<file path="config.mk">
export PLATFORM = sky130hd
export DESIGN_NAME = tuner_preset_and_step_control
export DESIGN_NICKNAME = d
export VERILOG_FILES = /design/src/sv/tpsc_pkg.sv /design/src/sv/tpsc_mode_debounce.sv /design/src/sv/tuner_preset_and_step_control.sv
export SDC_FILE = /design/constraint.sdc
export NUM_CORES = 1
export LEC_CHECK = 0
export BUFFER_PORTS_ARGS = -buffer_cell sky130_fd_sc_hd__buf_2
export CORE_UTILIZATION = 50
export CTS_BUF_LIST = sky130_fd_sc_hd__clkbuf_8
export DETAILED_ROUTE_END_ITERATION = 12
export HOLD_SLACK_MARGIN = 0.06
export PLACE_DENSITY_LB_ADDON = 0.2
export SLEW_MARGIN = 20
export SYNTH_ARGS = -nofsm -noshare
export SYNTH_HDL_FRONTEND = slang
export SYNTH_SLANG_ARGS = --single-unit
</file>
<file path="constraint.sdc">
create_clock -name clk -period 6 [get_ports clk]
set_input_delay 0.9 -clock clk [delete_from_list [all_inputs] [get_ports clk]]
set_output_delay 0.9 -clock clk [all_outputs]
set_load 0.02 [all_outputs]
</file>
<file path="src/sv/tpsc_pkg.sv">
`timescale 1ns / 1ps
// ----------------------------------------------------------------------------
// tpsc_pkg
// Shared constants, types and the station table for the tuner preset and
// step control block.
// ----------------------------------------------------------------------------
package tpsc_pkg;

  // Field and register widths
  localparam int FREQ_W  = 27;
  localparam int IF_W    = 25;
  localparam int STEP_W  = 20;
  localparam int TICK_W  = 8;
  localparam int CFG_W   = 27;
  localparam int CFG_IDX_W = 3;
  localparam int PNUM_W  = 3;

  // Preset slots and index width
  localparam int PRESET_SLOTS = 8;
  localparam int IDX_W = (PRESET_SLOTS > 1) ? $clog2(PRESET_SLOTS) : 1;
  localparam int TABLE_SIZE = 8;
  localparam int STATION_UNIT_HZ = 100000;

  // Reset values
  localparam logic [IF_W-1:0]   IF_RESET       = IF_W'(10700000);
  localparam logic [STEP_W-1:0] STEP_RESET     = STEP_W'(100000);
  localparam logic [FREQ_W-1:0] MIN_LO_RESET   = FREQ_W'(76800000);
  localparam logic [FREQ_W-1:0] MAX_LO_RESET   = FREQ_W'(97300000);
  localparam logic [TICK_W-1:0] DEBOUNCE_RESET = TICK_W'(50);
  localparam logic [FREQ_W-1:0] LO_RESET       = FREQ_W'(89800000);
  localparam logic [IDX_W-1:0]  PRESET_RESET   = (4 < PRESET_SLOTS) ? IDX_W'(4) : '0;
  localparam logic [IDX_W-1:0]  PRESET_LAST    = IDX_W'(PRESET_SLOTS - 1);
  localparam logic [TICK_W-1:0] COUNT_MAX      = '1;

  // Configuration register indexes
  typedef enum logic [CFG_IDX_W-1:0] {
    CFG_IF_FREQ  = 3'd0,
    CFG_STEP     = 3'd1,
    CFG_MIN_LO   = 3'd2,
    CFG_MAX_LO   = 3'd3,
    CFG_DEBOUNCE = 3'd4
  } cfg_reg_t;

  // Station frequency in hertz for a table slot
  function automatic logic [FREQ_W-1:0] station_hz(input logic [2:0] slot);
    logic [FREQ_W-1:0] hz;
    case (slot)
      3'd0:    hz = FREQ_W'(910  * STATION_UNIT_HZ);
      3'd1:    hz = FREQ_W'(912  * STATION_UNIT_HZ);
      3'd2:    hz = FREQ_W'(935  * STATION_UNIT_HZ);
      3'd3:    hz = FREQ_W'(983  * STATION_UNIT_HZ);
      3'd4:    hz = FREQ_W'(1005 * STATION_UNIT_HZ);
      3'd5:    hz = FREQ_W'(1018 * STATION_UNIT_HZ);
      3'd6:    hz = FREQ_W'(1030 * STATION_UNIT_HZ);
      default: hz = FREQ_W'(1064 * STATION_UNIT_HZ);
    endcase
    return hz;
  endfunction

endpackage

</file>
<file path="src/sv/tpsc_mode_debounce.sv">
`timescale 1ns / 1ps
// ----------------------------------------------------------------------------
// tpsc_mode_debounce
// Stable-tick debouncer for the mode pin; flags a debounced press on the
// item where the pin level is accepted low.
// ----------------------------------------------------------------------------
module tpsc_mode_debounce import tpsc_pkg::*; (
  input  logic              clk,
  input  logic              rst,
  input  logic              advance,
  input  logic              mode_level,
  input  logic [TICK_W-1:0] debounce_ticks,
  output logic              press
);

  logic              last_mode_reading;
  logic              mode_stable_level;
  logic [TICK_W-1:0] stable_count;
  logic [TICK_W-1:0] stable_count_next;
  logic              accept_level;

  // Restart on a change, count up to saturation otherwise
  always_comb begin
    if (mode_level != last_mode_reading) begin
      stable_count_next = '0;
    end else if (stable_count != COUNT_MAX) begin
      stable_count_next = stable_count + TICK_W'(1);
    end else begin
      stable_count_next = stable_count;
    end
  end

  assign accept_level = (stable_count_next > debounce_ticks) &&
                        (mode_level != mode_stable_level);
  assign press = accept_level && !mode_level;

  // Update debounce state once per item
  always_ff @(posedge clk) begin
    if (rst) begin
      last_mode_reading <= 1'b1;
      mode_stable_level <= 1'b1;
      stable_count      <= '0;
    end else if (advance) begin
      last_mode_reading <= mode_level;
      stable_count      <= stable_count_next;
      if (accept_level) begin
        mode_stable_level <= mode_level;
      end
    end
  end

endmodule

</file>
<file path="src/sv/tuner_preset_and_step_control.sv">
`timescale 1ns / 1ps
// ----------------------------------------------------------------------------
// tuner_preset_and_step_control
// Button-driven tuning control: preset stepping over a station table or
// direct stepping with clamping, plus a debounced mode toggle.
// ----------------------------------------------------------------------------
// Pipeline: an accepted item passes the input register, then the result
// register; the state update happens as the item enters the result register.
// Throughput: one item per cycle while the receiver does not stall; the
// single input-to-result stage sets it.
// Reset: synchronous, clears both pipeline valids and loads the tuning state
// and configuration registers with their power-on values.
// ----------------------------------------------------------------------------
module tuner_preset_and_step_control import tpsc_pkg::*; (
  input  logic                 clk,
  input  logic                 rst,
  // input channel
  input  logic                 in_valid,
  output logic                 in_stall,
  input  logic                 plus_level,
  input  logic                 minus_level,
  input  logic                 mode_level,
  // result channel
  output logic                 out_valid,
  input  logic                 out_stall,
  output logic [FREQ_W-1:0]    lo_freq_hz,
  output logic                 direct_mode,
  output logic [PNUM_W-1:0]    preset_number,
  output logic                 retune,
  // configuration
  input  logic                 cfg_write,
  input  logic [CFG_IDX_W-1:0] cfg_index,
  input  logic [CFG_W-1:0]     cfg_data
);

  // Configuration registers
  logic [IF_W-1:0]   if_offset_hz;
  logic [STEP_W-1:0] step_hz;
  logic [FREQ_W-1:0] min_lo_hz;
  logic [FREQ_W-1:0] max_lo_hz;
  logic [TICK_W-1:0] debounce_ticks;

  // Input register
  logic in_reg_valid;
  logic in_plus, in_minus, in_mode;
  logic advance;

  // Tuning state
  logic              prev_plus, prev_minus;
  logic              direct_flag, direct_flag_next;
  logic [IDX_W-1:0]  preset_idx, preset_idx_next;
  logic [FREQ_W-1:0] lo_freq, lo_freq_next;
  logic              retune_next;

  logic              step_up, step_down;
  logic              mode_press;
  logic [FREQ_W:0]   cand;
  logic              cand_neg;
  logic [FREQ_W-1:0] preset_hz;
  logic [IDX_W+2:0]  idx_ext;
  logic [IDX_W+2:0]  idx_next_ext;

  // Write configuration registers
  always_ff @(posedge clk) begin
    if (rst) begin
      if_offset_hz    <= IF_RESET;
      step_hz         <= STEP_RESET;
      min_lo_hz       <= MIN_LO_RESET;
      max_lo_hz       <= MAX_LO_RESET;
      debounce_ticks  <= DEBOUNCE_RESET;
    end else if (cfg_write) begin
      unique case (cfg_index)
        CFG_IF_FREQ:  if_offset_hz    <= cfg_data[IF_W-1:0];
        CFG_STEP:     step_hz         <= cfg_data[STEP_W-1:0];
        CFG_MIN_LO:   min_lo_hz       <= cfg_data[FREQ_W-1:0];
        CFG_MAX_LO:   max_lo_hz       <= cfg_data[FREQ_W-1:0];
        CFG_DEBOUNCE: debounce_ticks  <= cfg_data[TICK_W-1:0];
        default: ;
      endcase
    end
  end

  // Handshake: the stage moves when the result register is free
  assign advance  = in_reg_valid && (!out_valid || !out_stall);
  assign in_stall = in_reg_valid && !advance;

  // Capture the input item
  always_ff @(posedge clk) begin
    if (rst) begin
      in_reg_valid <= 1'b0;
    end else if (!in_stall) begin
      in_reg_valid <= in_valid;
    end
  end

  always_ff @(posedge clk) begin
    if (in_valid && !in_stall) begin
      in_plus  <= plus_level;
      in_minus <= minus_level;
      in_mode  <= mode_level;
    end
  end

  // Edge detect; minus wins when both fall
  assign step_down = !in_minus && prev_minus;
  assign step_up   = !in_plus && prev_plus && !step_down;

  // Direct step candidate with sign of the result
  always_comb begin
    if (step_up) begin
      cand     = (FREQ_W+1)'(lo_freq) + (FREQ_W+1)'(step_hz);
      cand_neg = 1'b0;
    end else begin
      cand     = (FREQ_W+1)'(lo_freq) - (FREQ_W+1)'(step_hz);
      cand_neg = lo_freq < FREQ_W'(step_hz);
    end
  end

  // Wrap the preset index
  always_comb begin
    if (step_up) begin
      preset_idx_next = (preset_idx >= PRESET_LAST) ? '0 : preset_idx + IDX_W'(1);
    end else begin
      preset_idx_next = (preset_idx == '0 || preset_idx > PRESET_LAST) ?
                        PRESET_LAST : preset_idx - IDX_W'(1);
    end
  end

  assign idx_ext      = (IDX_W+3)'(preset_idx);
  assign idx_next_ext = (IDX_W+3)'(preset_idx_next);
  assign preset_hz    = station_hz(idx_next_ext[2:0]);

  // Mode debouncer
  tpsc_mode_debounce u_mode_debounce (
    .clk            (clk),
    .rst            (rst),
    .advance        (advance),
    .mode_level     (in_mode),
    .debounce_ticks (debounce_ticks),
    .press          (mode_press)
  );

  // Next tuning state
  always_comb begin
    lo_freq_next     = lo_freq;
    direct_flag_next = direct_flag ^ mode_press;
    retune_next      = mode_press;
    if (step_up || step_down) begin
      retune_next = 1'b1;
      if (direct_flag) begin
        if (!cand_neg && cand > (FREQ_W+1)'(max_lo_hz)) begin
          lo_freq_next = max_lo_hz;
        end else if (cand_neg || cand < (FREQ_W+1)'(min_lo_hz)) begin
          lo_freq_next = min_lo_hz;
        end else begin
          lo_freq_next = cand[FREQ_W-1:0];
        end
      end else begin
        lo_freq_next = (preset_hz >= FREQ_W'(if_offset_hz)) ?
                       preset_hz - FREQ_W'(if_offset_hz) : '0;
      end
    end
  end

  // Advance tuning state
  always_ff @(posedge clk) begin
    if (rst) begin
      prev_plus   <= 1'b1;
      prev_minus  <= 1'b1;
      direct_flag <= 1'b0;
      preset_idx  <= PRESET_RESET;
      lo_freq     <= LO_RESET;
    end else if (advance) begin
      prev_plus   <= in_plus;
      prev_minus  <= in_minus;
      direct_flag <= direct_flag_next;
      lo_freq     <= lo_freq_next;
      if ((step_up || step_down) && !direct_flag) begin
        preset_idx <= preset_idx_next;
      end
    end
  end

  // Result register
  always_ff @(posedge clk) begin
    if (rst) begin
      out_valid <= 1'b0;
    end else if (advance) begin
      out_valid <= 1'b1;
    end else if (!out_stall) begin
      out_valid <= 1'b0;
    end
  end

  always_ff @(posedge clk) begin
    if (advance) begin
      lo_freq_hz    <= lo_freq_next;
      direct_mode   <= direct_flag_next;
      preset_number <= ((step_up || step_down) && !direct_flag) ?
                       idx_next_ext[PNUM_W-1:0] : idx_ext[PNUM_W-1:0];
      retune        <= retune_next;
    end
  end

endmodule

</file>
==> results.md <==
* Status: finished clean
* Largest net degree at the start of global routing at 156
* Slew Viols, Final at 0
* Worst Setup End Kind: flip-flop
* CTS Sinks at 187
* Most common cell on crit path: buf_4
* Most common cell after layout, fill and taps aside: nand2_1
* Htree depth at 4
* CTS root buf: clkbuf_8
* DRT Wirelength at 42,800 um
* Fillers at 2,534
* Worst vdd ir at 139 uV
* CTS Hold Bufs at 0
* Via density at 6.00
* Crit path DAT at 6100 ps
* Synthesized area per cell at 7.67 um^2
* Initial antenna violation count at 0
* Core ar. at 26,100 um^2
* Final nets at 1,952
* Cell Rows at 59
* Die outline height at 165 um
* Number of synthesized register bits at 187
* Final setup viols at 0
* Slowest stage delay, CP at 460 ps
* Ys flop type: dfxtp_1
* Most frequent cells in the layout: nand2_1 (301), a21oi_1 (191), dfxtp_1 (152), nor2_1 (142), inv_1 (136)
* TritonCTS clock tree: yes
* Die Wd at 165 um
* Mapped Area at 13,300 um^2
* Sequential area share after synthesis at 0.307
* Tmin final at 5720 ps
* Drt first pass iters at 5
* Total CTS buffers at 17
* Max-cap violations at 0
* Initial Util at 0.511
* Number of inserted diodes at 0
* Vias at 12,792
* Clock tree buffer depth at 2
* TNS Setup at 0 ps
* Die footprint at 27,300 um^2
* Cell Area, Placed at 14,100 um^2
* Final critical-path share of the clock period at 0.953
* Antenna Nets Post-Route at 0
* Vias in the first global route at 11,569
* Top Ports at 72
* DP Cell Count at 2,096
* Cell variety after synth at 89
* Final hold violation count at 0
* Fmax achieved at 175 MHz
* Clock Skew at 22.8 ps
* Share of cells above drive strength 1 at 0.106
* Worst-Skew Late Latency at 490 ps
* DRC errors left at 0
* Worst Hold Class: reg -> reg
* Critical path class: reg -> reg
* PD cells at 263 nW/um^2
* YS warnings at 0
* Wirelength per Cell at 20.1 um
* Cells along the critical path: inv_1 > ha_1 > inv_1 > a2111oi_0 > buf_4 > a2111oi_0 > buf_4 > nor3_1 > nor4b_2 > nor4_2 > xnor2_1 > ha_1 > a211oi_1 > o21a_1 > o211ai_1 > o21ai_0 > o211ai_1 > a22oi_4 > or2_1 > buf_4 > o21ai_0 > o221ai_1 > or3b_1
* Mapped Cells at 1,737
* Post-DP HPWL at 33,100 um
* Gr usage total at 0.321
* Final instance area at 14,500 um^2
* Hold slack at 461 ps
* Worst Tran Pin Value at 1070 ps
* Startpoint types: flip-flop
* Ys async rst share at 0
* CP Max Fanout at 12
* GR Overflow Total at 0
* Reg clk slew, reported paths at 120 ps
* Port Buffer Count at 71
* EDFF count, synth at 35
* Non-Filler Instances at 2,133
* Slew Limit Headroom at 0.283
* Pleak at 5.96 nW
* Required time of the critical path at 6380 ps
* Syn nets at 1,904
* RePlAce Congestion at 1.03
* Area Overhead vs Synth at 9.13%
* Worst R2R Setup Slack at 280 ps
* Drt first-iter violations at 1,259
* Critical Path Slowest Stage Cell: a2111oi_0
* First-pass GRT wire length at 66,200 um
-- cells in the mapped netlist, types with 22 or more instances --
library cell | n | area share
a211o_1 | 22 | 0.014
a21o_1 | 24 | 0.014
a21oi_1 | 191 | 0.072
a31oi_1 | 24 | 0.011
clkbuf_1 | 69 | 0.019
dfxtp_1 | 152 | 0.23
edfxtp_1 | 35 | 0.079
ha_1 | 127 | 0.12
inv_1 | 136 | 0.038
nand2_1 | 301 | 0.085
nand3_1 | 26 | 0.0098
nand3b_1 | 28 | 0.016
nand4_1 | 24 | 0.011
nor2_1 | 145 | 0.041
nor3_1 | 36 | 0.014
o21ai_0 | 55 | 0.021
xnor2_1 | 32 | 0.021
-- where the power goes --
part / internal, mW / total, mW / switching [mW]
clock: 0.321 / 0.880 / 0.559
combinational: 0.566 / 1.53 / 0.963
sequential: 1.36 / 1.42 / 0.0561
-- through the flow --
stage	total power [mW]	utilization	setup slack, ps
floorplan	2.44	-	1310
global placement	2.92	0.539	24.3
detailed placement	2.92	0.539	37.2
CTS	3.81	0.556	167
global route	4.04	0.558	-46.7
finish	3.83	0.558	282
-- layer usage --
layer / part of all wire / up-vias / GRT usage
li1: - / 6221 / -
met1: 0.47 / 6038 / 0.457
met2: 0.44 / 466 / 0.493
met3: 0.071 / 67 / 0.0534
met4: 0.026 / 0 / 0.0963
met5: 0 / - / 0
-- flip-flops by register name, indices dropped and copies added, names as in the netlist, 3 cells and up --
| signal | count |
|---|---|
| lo_freq_hz | 27 |
| preset_idx | 3 |
| if_offset_hz | 25 |
| lo_freq | 27 |
| debounce_ticks | 8 |
| step_hz | 20 |
| preset_number | 3 |
| max_lo_hz | 27 |
| u_mode_debounce.stable_count | 8 |
| min_lo_hz | 27 |
-- final cells by class --
cell class              instances  area [um^2]  area share
inverters                     138          518      0.0356
multi-input cells            1328         8400       0.578
clock buffers                  17          234      0.0161
repair buffers                113          698      0.0480
clock inverters                15          170      0.0117
well taps                     335          419      0.0288
flip-flops and latches        187         4090       0.282
-- worst max-delay path, delay by kind of cell, from the launching register on --
family	cells	cell delay, ps
AO/OA/AOI/OAI	10	1880
flip-flops	1	370
adder cells (fa/ha/maj)	2	700
XOR/XNOR	1	270
AND/OR/NAND/NOR	5	1550
buffers and inverters	5	810
-- path summary, 6_finish.rpt --
kind	startpoint	to	cells past startpoint
worst max-delay path	step_hz[4]$_SDFFE_PP0P_	lo_freq[22]$_SDFFE_PP1P_	23
worst min-delay path	if_offset_hz[12]$_SDFFE_PP0P_	if_offset_hz[12]$_SDFFE_PP0P_	2
worst max register to register	step_hz[4]$_SDFFE_PP0P_	lo_freq[22]$_SDFFE_PP1P_	23
worst min register to register	if_offset_hz[12]$_SDFFE_PP0P_	if_offset_hz[12]$_SDFFE_PP0P_	2
-- kinds of logic (layout without fill, tap and decap cells) --
group                    count (synthesis)  after routing  share of synthesized area
AO/OA/AOI/OAI                          490            490                      0.242
XOR/XNOR                                52             52                     0.0342
adder cells (fa/ha/maj)                129            129                      0.122
buffers and inverters                  222            283                     0.0655
flip-flops                             187            187                      0.307
multiplexers                            11             11                    0.00883
AND/OR/NAND/NOR                        646            646                      0.220
-- what timing repair did --
action,in CTS,in global routing
pin swaps,1,0
setup endpoints to repair,1,33
gates resized for setup,0,5
setup buffers,5,0
Power figures use the tool's default switching activity.
